File: src/design/ssr_pkg.sv
// ----------------------------------------------------------------------------
// ssr_pkg
// Shared types, constants and the digit decode table for the seven-segment
// scan reader.
// ----------------------------------------------------------------------------
package ssr_pkg;

    localparam int SEG_CHANNELS   = 6;
    localparam int DIGITS         = 4;
    localparam int SAMPLE_W       = 8;
    localparam int LINES_W        = 4;
    localparam int VALUE_W        = 11;
    localparam int COUNT_W        = 3;
    localparam int DIGIT_IDX_W    = 2;
    localparam int IN_TDATA_W     = 16;
    localparam int OUT_TDATA_W    = 16;

    localparam logic [SAMPLE_W-1:0]     THRESHOLD_RESET = 8'd128;
    localparam logic [SEG_CHANNELS-1:0] LEAD_MASK       = 6'h28;
    localparam logic [COUNT_W-1:0]      LAST_CHANNEL    = 3'd5;

    // Item kind carried in tuser
    localparam logic OP_STROBE = 1'b0;
    localparam logic OP_SAMPLE = 1'b1;

    // Single active multiplex line patterns
    localparam logic [LINES_W-1:0] LINE_0 = 4'b0001;
    localparam logic [LINES_W-1:0] LINE_1 = 4'b0010;
    localparam logic [LINES_W-1:0] LINE_2 = 4'b0100;
    localparam logic [LINES_W-1:0] LINE_3 = 4'b1000;

    typedef logic [SEG_CHANNELS-1:0] seg_pattern_t;

    typedef struct packed {
        logic                op;
        logic [LINES_W-1:0]  strobe_lines;
        logic [SAMPLE_W-1:0] sample;
    } ssr_item_t;

    typedef struct packed {
        logic               scan_active;
        logic               frame_rejected;
        logic               value_updated;
        logic [VALUE_W-1:0] display_value;
    } ssr_result_t;

    typedef struct packed {
        logic       ok;
        logic [3:0] digit;
    } digit_dec_t;

    // Map a segment pattern to its digit; ok is low for unknown patterns
    function automatic digit_dec_t decode_pattern(input seg_pattern_t p);
        digit_dec_t d;
        d.ok = 1'b1;
        case (p)
            6'h3D:   d.digit = 4'd0;
            6'h28:   d.digit = 4'd1;
            6'h1B:   d.digit = 4'd2;
            6'h3A:   d.digit = 4'd3;
            6'h2E:   d.digit = 4'd4;
            6'h36:   d.digit = 4'd5;
            6'h37:   d.digit = 4'd6;
            6'h38:   d.digit = 4'd7;
            6'h3F:   d.digit = 4'd8;
            6'h3E:   d.digit = 4'd9;
            default:
            begin
                d.ok    = 1'b0;
                d.digit = 4'd0;
            end
        endcase
        return d;
    endfunction

endpackage

File: src/design/ssr_in_stage.sv
// ----------------------------------------------------------------------------
// ssr_in_stage
// Input register: captures one beat and holds it until the core takes it.
// ----------------------------------------------------------------------------
module ssr_in_stage (
    input  logic              clk,
    input  logic              rst_n,
    input  logic              s_tvalid,
    output logic              s_tready,
    input  logic [15:0]       s_tdata,   // [3:0] strobe_lines, [11:4] sample, rest zero
    input  logic              s_tuser,   // op
    input  logic              advance,
    output logic              item_valid,
    output ssr_pkg::ssr_item_t item
);
    import ssr_pkg::*;

    logic      valid_reg;
    logic      valid_next;
    ssr_item_t item_reg;

    // Accept when empty or when the held beat moves on this cycle
    assign s_tready   = !valid_reg || advance;
    assign item_valid = valid_reg;
    assign item       = item_reg;

    always_comb
    begin
        valid_next = valid_reg;
        if (s_tvalid && s_tready)
            valid_next = 1'b1;
        else if (advance)
            valid_next = 1'b0;
    end

    always_ff @(posedge clk or negedge rst_n)
    begin
        if (!rst_n)
            valid_reg <= 1'b0;
        else
            valid_reg <= valid_next;
    end

    // Capture payload of an accepted beat
    always_ff @(posedge clk)
    begin
        if (s_tvalid && s_tready)
        begin
            item_reg.op           <= s_tuser;
            item_reg.strobe_lines <= s_tdata[LINES_W-1:0];
            item_reg.sample       <= s_tdata[LINES_W+SAMPLE_W-1:LINES_W];
        end
    end

endmodule

File: src/design/ssr_core.sv
// ----------------------------------------------------------------------------
// ssr_core
// Scan state, segment compare, digit decode and value update.
// ----------------------------------------------------------------------------
module ssr_core (
    input  logic                  clk,
    input  logic                  rst_n,
    input  logic                  cfg_wr_en,
    input  logic [7:0]            cfg_wr_data,
    input  logic                  advance,
    input  ssr_pkg::ssr_item_t    item,
    output ssr_pkg::ssr_result_t  result
);
    import ssr_pkg::*;

    logic [SAMPLE_W-1:0]    threshold_reg;
    logic                   busy_reg, busy_next;
    logic [DIGIT_IDX_W-1:0] digit_reg, digit_next;
    logic [COUNT_W-1:0]     count_reg, count_next;
    seg_pattern_t           pat_reg  [DIGITS];
    seg_pattern_t           pat_next [DIGITS];
    logic [VALUE_W-1:0]     held_reg, held_next;
    logic                   updated;
    logic                   rejected;
    logic                   lit;
    digit_dec_t             dec [DIGITS];
    logic [VALUE_W-1:0]     frame_value;
    logic                   frame_ok;

    assign lit = item.sample < threshold_reg;

    // Threshold register
    always_ff @(posedge clk or negedge rst_n)
    begin
        if (!rst_n)
            threshold_reg <= THRESHOLD_RESET;
        else if (cfg_wr_en)
            threshold_reg <= cfg_wr_data;
    end

    // Update patterns for the scanned digit and channel
    always_comb
    begin
        for (int d = 0; d < DIGITS; d++)
        begin
            pat_next[d] = pat_reg[d];
            if (advance && item.op == OP_SAMPLE && busy_reg &&
                digit_reg == DIGIT_IDX_W'(d))
            begin
                for (int b = 0; b < SEG_CHANNELS; b++)
                begin
                    if (count_reg == COUNT_W'(b))
                        pat_next[d][b] = lit;
                end
            end
        end
    end

    // Decode the frame from the updated patterns
    always_comb
    begin
        dec[0] = decode_pattern(pat_next[0] & LEAD_MASK);
        for (int d = 1; d < DIGITS; d++)
            dec[d] = decode_pattern(pat_next[d]);
        frame_ok    = dec[1].ok && dec[2].ok && dec[3].ok;
        frame_value = (dec[0].ok ? VALUE_W'(dec[0].digit) * VALUE_W'(1000) : '0)
                    + VALUE_W'(dec[3].digit) * VALUE_W'(100)
                    + VALUE_W'(dec[1].digit) * VALUE_W'(10)
                    + VALUE_W'(dec[2].digit);
    end

    // Scan control
    always_comb
    begin
        busy_next  = busy_reg;
        digit_next = digit_reg;
        count_next = count_reg;
        held_next  = held_reg;
        updated    = 1'b0;
        rejected   = 1'b0;
        if (advance)
        begin
            if (item.op == OP_STROBE)
            begin
                if (!busy_reg)
                begin
                    case (item.strobe_lines)
                        LINE_0:
                        begin
                            digit_next = 2'd0;
                            count_next = '0;
                            busy_next  = 1'b1;
                        end
                        LINE_1:
                        begin
                            digit_next = 2'd1;
                            count_next = '0;
                            busy_next  = 1'b1;
                        end
                        LINE_2:
                        begin
                            digit_next = 2'd2;
                            count_next = '0;
                            busy_next  = 1'b1;
                        end
                        LINE_3:
                        begin
                            digit_next = 2'd3;
                            count_next = '0;
                            busy_next  = 1'b1;
                        end
                        default:
                        begin
                            busy_next = busy_reg;
                        end
                    endcase
                end
            end
            else if (busy_reg)
            begin
                if (count_reg >= LAST_CHANNEL)
                begin
                    busy_next  = 1'b0;
                    count_next = '0;
                    if (frame_ok)
                    begin
                        held_next = frame_value;
                        updated   = 1'b1;
                    end
                    else
                    begin
                        rejected = 1'b1;
                    end
                end
                else
                begin
                    count_next = count_reg + COUNT_W'(1);
                end
            end
        end
    end

    always_ff @(posedge clk or negedge rst_n)
    begin
        if (!rst_n)
        begin
            busy_reg  <= 1'b0;
            digit_reg <= '0;
            count_reg <= '0;
            held_reg  <= '0;
            for (int d = 0; d < DIGITS; d++)
                pat_reg[d] <= '0;
        end
        else
        begin
            busy_reg  <= busy_next;
            digit_reg <= digit_next;
            count_reg <= count_next;
            held_reg  <= held_next;
            for (int d = 0; d < DIGITS; d++)
                pat_reg[d] <= pat_next[d];
        end
    end

    assign result.display_value  = held_next;
    assign result.value_updated  = updated;
    assign result.frame_rejected = rejected;
    assign result.scan_active    = busy_next;

endmodule

File: src/design/ssr_out_stage.sv
// ----------------------------------------------------------------------------
// ssr_out_stage
// Result register: holds one result beat until the sink takes it.
// ----------------------------------------------------------------------------
module ssr_out_stage (
    input  logic                 clk,
    input  logic                 rst_n,
    input  logic                 item_valid,
    input  ssr_pkg::ssr_result_t result,
    output logic                 advance,
    output logic                 m_tvalid,
    input  logic                 m_tready,
    output logic [15:0]          m_tdata   // [10:0] display_value, [11] value_updated,
                                           // [12] frame_rejected, [13] scan_active
);
    import ssr_pkg::*;

    logic        valid_reg;
    logic        valid_next;
    ssr_result_t result_reg;

    // Move an item when the result slot is free or being drained
    assign advance  = item_valid && (!valid_reg || m_tready);
    assign m_tvalid = valid_reg;
    assign m_tdata  = {{(OUT_TDATA_W - $bits(ssr_result_t)){1'b0}}, result_reg};

    always_comb
    begin
        valid_next = valid_reg;
        if (advance)
            valid_next = 1'b1;
        else if (m_tready)
            valid_next = 1'b0;
    end

    always_ff @(posedge clk or negedge rst_n)
    begin
        if (!rst_n)
            valid_reg <= 1'b0;
        else
            valid_reg <= valid_next;
    end

    // Load result payload
    always_ff @(posedge clk)
    begin
        if (advance)
            result_reg <= result;
    end

endmodule

File: src/design/seven_segment_scan_reader_unit.sv
// ----------------------------------------------------------------------------
// seven_segment_scan_reader_unit
// Reads a multiplexed four-digit seven-segment display from strobe and
// segment sample beats and reports the decoded reading.
// ----------------------------------------------------------------------------
//  Channel  Direction  Contents
//  s_*      in         tuser op, tdata {sample, strobe_lines}
//  m_*      out        tdata {scan_active, frame_rejected, value_updated, value}
//  cfg_*    in         segment_threshold write
//
//  One beat per cycle sustained while the output is not stalled; each beat
//  goes through the input register, then compare/decode into the result
//  register.
//  Reset is asynchronous active low; it clears the scan state, the held value
//  and sets the threshold to 128.
//  A stalled output holds its result; the input register still takes one
//  beat while the result waits.
// ----------------------------------------------------------------------------
module seven_segment_scan_reader_unit (
    input  logic        clk,
    input  logic        rst_n,
    input  logic        s_tvalid,
    output logic        s_tready,
    input  logic [15:0] s_tdata,     // [3:0] strobe_lines, [11:4] sample, rest zero
    input  logic        s_tuser,     // [0] op
    output logic        m_tvalid,
    input  logic        m_tready,
    output logic [15:0] m_tdata,     // [10:0] display_value, [11] value_updated,
                                     // [12] frame_rejected, [13] scan_active, rest zero
    input  logic        cfg_wr_en,
    input  logic [7:0]  cfg_wr_data  // segment_threshold
);
    import ssr_pkg::*;

    logic        advance;
    logic        item_valid;
    ssr_item_t   item;
    ssr_result_t result;

    ssr_in_stage u_in (
        .clk        (clk),
        .rst_n      (rst_n),
        .s_tvalid   (s_tvalid),
        .s_tready   (s_tready),
        .s_tdata    (s_tdata),
        .s_tuser    (s_tuser),
        .advance    (advance),
        .item_valid (item_valid),
        .item       (item)
    );

    ssr_core u_core (
        .clk         (clk),
        .rst_n       (rst_n),
        .cfg_wr_en   (cfg_wr_en),
        .cfg_wr_data (cfg_wr_data),
        .advance     (advance),
        .item        (item),
        .result      (result)
    );

    ssr_out_stage u_out (
        .clk        (clk),
        .rst_n      (rst_n),
        .item_valid (item_valid),
        .result     (result),
        .advance    (advance),
        .m_tvalid   (m_tvalid),
        .m_tready   (m_tready),
        .m_tdata    (m_tdata)
    );

endmodule

File: config.mk
export PLATFORM = sky130hd
export DESIGN_NAME = seven_segment_scan_reader_unit
export DESIGN_NICKNAME = d
export VERILOG_FILES = /design/src/design/ssr_pkg.sv /design/src/design/ssr_in_stage.sv /design/src/design/ssr_core.sv /design/src/design/ssr_out_stage.sv /design/src/design/seven_segment_scan_reader_unit.sv
export SDC_FILE = /design/constraint.sdc
export NUM_CORES = 1
export LEC_CHECK = 0
export BUFFER_PORTS_ARGS = -buffer_cell sky130_fd_sc_hd__buf_4
export CAP_MARGIN = 15
export CORE_ASPECT_RATIO = 1.5
export CORE_UTILIZATION = 62
export CTS_BUF_LIST = sky130_fd_sc_hd__clkbuf_4
export DETAILED_ROUTE_END_ITERATION = 7
export PLACE_DENSITY = 0.83
export SETUP_SLACK_MARGIN = 0.3
export SLEW_MARGIN = 20
export SYNTH_ARGS = -nofsm -noshare
export SYNTH_HDL_FRONTEND = slang
export SYNTH_HIERARCHICAL = 1
export SYNTH_SLANG_ARGS = --single-unit
export TNS_END_PERCENT = 5
File: constraint.sdc
create_clock -name clk -period 7.13 [get_ports clk]
set_input_delay 1.0695 -clock clk [delete_from_list [all_inputs] [get_ports clk]]
set_output_delay 1.0695 -clock clk [all_outputs]
set_load 0.03 [all_outputs]
## Word level (Yosys, flattened, before mapping)

Index checks and enable logic that the tools add are counted.

- Input port bits: 30
- Output and inout port bits: 18
- Register bits after elaboration: 78
- Logic and storage cells: 169

- $mul: 3
- Multiplexer cells: 60
- Order comparisons: 2
- Bitwise logic cells: 2
- Reductions and logical operators: 31
- Add/subtract/negate cells: 4
- Eq/ne operators: 45

Operator list:

| kind | number |
|---|---|
| $eq A6 B6 Y1 const B | 27 |
| $pmux W4 S9 | 3 |
| $mux W11 | 6 |
| $mux W1 | 41 |
| $reduce_or A10 Y1 | 3 |
| $mux W6 | 4 |
| $eq A6 B5 Y1 const B | 3 |
| $mux W3 | 5 |
| $add A11 B11 Y11 | 1 |
| $add A11 B4 Y11 | 1 |
| $add A11 B8 Y11 | 1 |
| $logic_and A1 B1 Y1 | 10 |
| $mul A4 B5 Y9 const B | 1 |
| $lt A8 B8 Y1 | 1 |
| $mul A1 B7 Y8 const B | 1 |
| $pmux W2 S4 | 1 |
| $reduce_and A2 Y1 | 4 |
| $reduce_and A4 Y1 | 2 |
| $mul A4 B3 Y7 const B | 1 |
| $eq A2 B2 Y1 const B | 3 |
| $eq A3 B2 Y1 const B | 2 |
| $eq A3 B3 Y1 const B | 2 |
| $reduce_bool A2 Y1 | 3 |
| $eq A4 B1 Y1 const B | 1 |
| other kinds (17) | 20 |

## Logic depth before layout (Yosys ltp)

- Depth after elaboration: 19
- Mapped depth: 28
- Mapped depth without buffers: 27

## By module

Netlist, hierarchy kept.

By module, submodules not included:

| module | sequential area each (um^2) | cells each | area an instance (um^2) | instances |
|---|---|---|---|---|
| ssr_core | 1127.3 | 510 | 4401.7 | 1 |
| ssr_out_stage | 445.4 | 21 | 483.0 | 1 |
| ssr_in_stage | 415.4 | 17 | 444.2 | 1 |

## Least setup slack after synthesis

OpenSTA, ideal clock, no wires.

- Kind: input to register
- From: in m_tready
- To: reg u_out.result_reg (netlist bit u_out/m_tdata[10]) (data pin)
- Slack: 0.491 ns
- Arrival: 6.376 ns
- Stages: 25
- Cells stage by stage: nand2b_1 > and2_1 > and3_1 > nand3_2 > buf_2 > nor2_1 > mux2_2 > or2_1 > o21ai_0 > a21o_1 > ha_1 > ha_1 > inv_1 > fa_1 > inv_1 > fa_1 > ha_1 > ha_1 > a21o_1 > a21o_1 > a21oi_1 > o21bai_1 > a21oi_1 > xnor2_1 > mux2_2

RTL lines:

| item | line | text |
|---|---|---|
| start: declaration | seven_segment_scan_reader_unit.sv:27 | `input logic m_tready,` |
| end signal: assignment | ssr_out_stage.sv:48 | `result_reg <= result;` |
| end: declaration | ssr_out_stage.sv:20 | `ssr_result_t result_reg;` |

==> impl_metrics.json <==
{
  "path_clk_slew_ns": 0.12,
  "drt_first_pass_iters": 5,
  "hold_start": "u_core/held_reg[6]",
  "ioPinCount": 48,
  "ff2ff_path_depth": 23,
  "hold_path_end": "u_core/held_reg[6]",
  "cts_tree": "built",
  "finalWirelength_mm": 12.9,
  "yosys-top-cells-area": "dfrtp_1 (22%), edfxtp_1 (15%), ha_1 (10%), o21ai_0 (4.3%), fa_1 (3.4%)",
  "layout.area.seq_um2": 1990,
  "die_x_um": 77.7,
  "synth_edf_count": 27,
  "die_area_um2": 8980,
  "fp-row-count": 41,
  "met2_usage_pct": 56.3,
  "crit_required_ns": 7.33,
  "core_um2": 8360,
  "htreeDepth": 3,
  "drive_gt1_share_pct": 18.3,
  "syn_area_per_cell_um2": 9.72,
  "synth_top_area_share_pct": 21.6,
  "diodes": 0,
  "period_needed_ns": 6.46,
  "cts_buffer_depth": 2,
  "postCtsSetupBuffers": 0,
  "fin_cells": 697,
  "rsz0062_at_grt": "false",
  "grt.busiest_layer": "met2",
  "port_buffers": 41,
  "grtUsageMet3_pct": 6.54,
  "tns_ns": 0,
  "die_y_um": 116,
  "synth_cell_type_count": 82,
  "start_kind": "input pin",
  "tightest_slew_ns": 0.831,
  "finalPower_uw": 1170,
  "area.growth.synth_to_final_pct": 9.44,
  "dpl.hpwl_mm": 9.55,
  "fin_worst_skew_ns": 0.0215,
  "clk_latency_ns": 0.45,
  "min_path_type": "reg2reg",
  "async_flop_share_pct": 63.5,
  "finalCritPeriodShare_pct": 90.6,
  "vias": 4448,
  "setup_violations": 0,
  "timing.critical_path.fanout_max": 10,
  "hold_buffers": 0,
  "viasPerCell": 6.38,
  "place_congestion": 0.990,
  "cellPowerDensity_nw_per_um2": 200,
  "grt_pass1_vias": 4466,
  "finish.net_count": 668,
  "worstReg2RegStart": "u_core/threshold_reg[7]",
  "slew-limit-headroom_pct": 44.4,
  "grtUsageTotal_pct": 30.8,
  "ant_nets": 0,
  "end_kind": "register",
  "max_freq_ghz": 0.155,
  "criticalPathCategory": "in2reg",
  "ys_ff_latch": 74,
  "dp_slack_ns": 0.206,
  "start_util_pct": 63.7,
  "r2r_setup_slack_ns": 0.70,
  "ir_drop_uv": 176,
  "leakagePower_uw": 0.00268,
  "fin_ws_ns": 0.672,
  "hold_viol": 0,
  "dr.first_iter.drc_count": 464,
  "maxCapViolCount": 0,
  "largest_register_ffs": 20,
  "yosysWarningCount": 6,
  "outcome": "finished clean",
  "grt_max_degree": 48,
  "synth-main-ff-cell": "dfrtp_1",
  "synthTopCellsByCount": "dfrtp_1 (46), o21ai_0 (46), ha_1 (44), nand2_1 (44), inv_1 (43)",
  "yosys.area.top_type": "dfrtp_1",
  "antenna_found_initial": 0,
  "drcViolationCount": 0,
  "synthCells": 548,
  "cts_buffers": 9,
  "cp.arrival_ns": 6.66,
  "cts.sinks": 74,
  "hold_ws_ns": 0.507,
  "slew_violations": 0,
  "post_drt_wl_per_cell_um": 18.5,
  "cts-root-buf": "clkbuf_4",
  "overflow": 0,
  "grt_use_met1_pct": 32.4,
  "synth_seq_area_share_pct": 37.3,
  "dp.cells": 681,
  "multi_input_area_um2": 3050,
  "whs_path_depth": 1,
  "synth_area_um2": 5330,
  "grt_pass1_wl_mm": 21.1,
  "fill_cells": 636,
  "reg2reg_to": "u_out/m_tdata[10]"
}
-- placed cells by master, fill, tap and decap left out, drive strengths merged, types with 4 or more instances in the layout --
master / synthesis / layout
buf: 11 / 50
o21ai: 48 / 48
inv: 44 / 47
dfrtp: 46 / 46
nand2: 45 / 45
ha: 44 / 44
nor2: 39 / 39
edfxtp: 27 / 27
a21oi: 25 / 25
mux2: 16 / 16
nand3: 15 / 15
nor3: 11 / 11
nand2b: 11 / 11
a21o: 10 / 10
xnor2: 10 / 10
clkbuf: 14 / 9
nor2b: 9 / 9
fa: 9 / 9
and2: 9 / 9
o211ai: 9 / 9
o31ai: 9 / 9
and3: 6 / 6
nor4: 5 / 5
a31oi: 5 / 5
a211oi: 5 / 5
or3: 4 / 4
xor2: 4 / 4
o41ai: 4 / 4
-- worst max-delay path by stage --
stage | start | end
after global routing | u_core/threshold_reg[7] | u_out/m_tdata[10]
after detailed placement | m_tready | u_out/m_tdata[10]
after CTS | u_core/threshold_reg[7] | u_out/m_tdata[10]
after global placement | m_tready | u_out/m_tdata[10]
final | m_tready | u_out/m_tdata[10]
after floorplan | m_tready | u_out/m_tdata[10]
-- cell type report --
type | instances | area share (%)
clock buffers | 9 | 1.16
clock inverters | 7 | 0.901
inverters | 44 | 2.83
multi-input cells | 406 | 52.3
flip-flops and latches | 74 | 34.1
well taps | 107 | 2.30
repair buffers | 50 | 6.44
-- report_power, final --
group          internal (uW)  switching [uW]  total, uW  leakage [uW]
Clock                   73.6             163        237     0.0000570
Sequential               488            44.1        532      0.000871
Combinational            123             276        399       0.00175
Total                    684             484       1170       0.00268
-- critical path: stages --
cell      delay, ns
buf_4          0.07
nand2b_1       0.10
and2_1         0.16
and3_1         0.27
nand3_1        0.38
o41ai_1        0.63
and2_1         0.24
nor2b_1        0.17
a21o_1         0.13
a22o_1         0.28
ha_1           0.28
ha_1           0.22
fa_1           0.49
inv_1          0.06
fa_1           0.50
inv_1          0.05
ha_1           0.29
ha_1           0.35
a21oi_1        0.23
o21bai_1       0.09
a21oi_1        0.17
xnor2_1        0.12
mux2_2         0.30
-- per-stage QoR --
step                      instance area, um^2  utilization (%)
after floorplan                          5330                -
after global placement                   5710             68.2
after detailed placement                 5710             68.2
after CTS                                5830             69.7
after global routing                     5830             69.7
final                                    5830             69.7
-- repair_timing --
action	in CTS	in global routing
setup endpoints to repair	0	1
hold endpoints to repair	0	0
gates resized for setup	0	2
-- kinds of logic after synthesis --
group / after synthesis / synth area share (%)
AO/OA/AOI/OAI: 155 / 21.3
other: 1 / 0.0704
buffers and inverters: 69 / 5.63
XOR/XNOR: 14 / 2.30
flip-flops: 74 / 37.3
multiplexers: 17 / 4.06
adder cells (fa/ha/maj): 53 / 13.7
AND/OR/NAND/NOR: 165 / 15.6
-- per-layer routing --
layer  wire [um]  vias to the layer above
li1            -                     2072
met1        4810                     2102
met2        6670                      220
met3         747                       54
met4         671                        0
met5           0                        -
(Power assumes the default switching activity.)
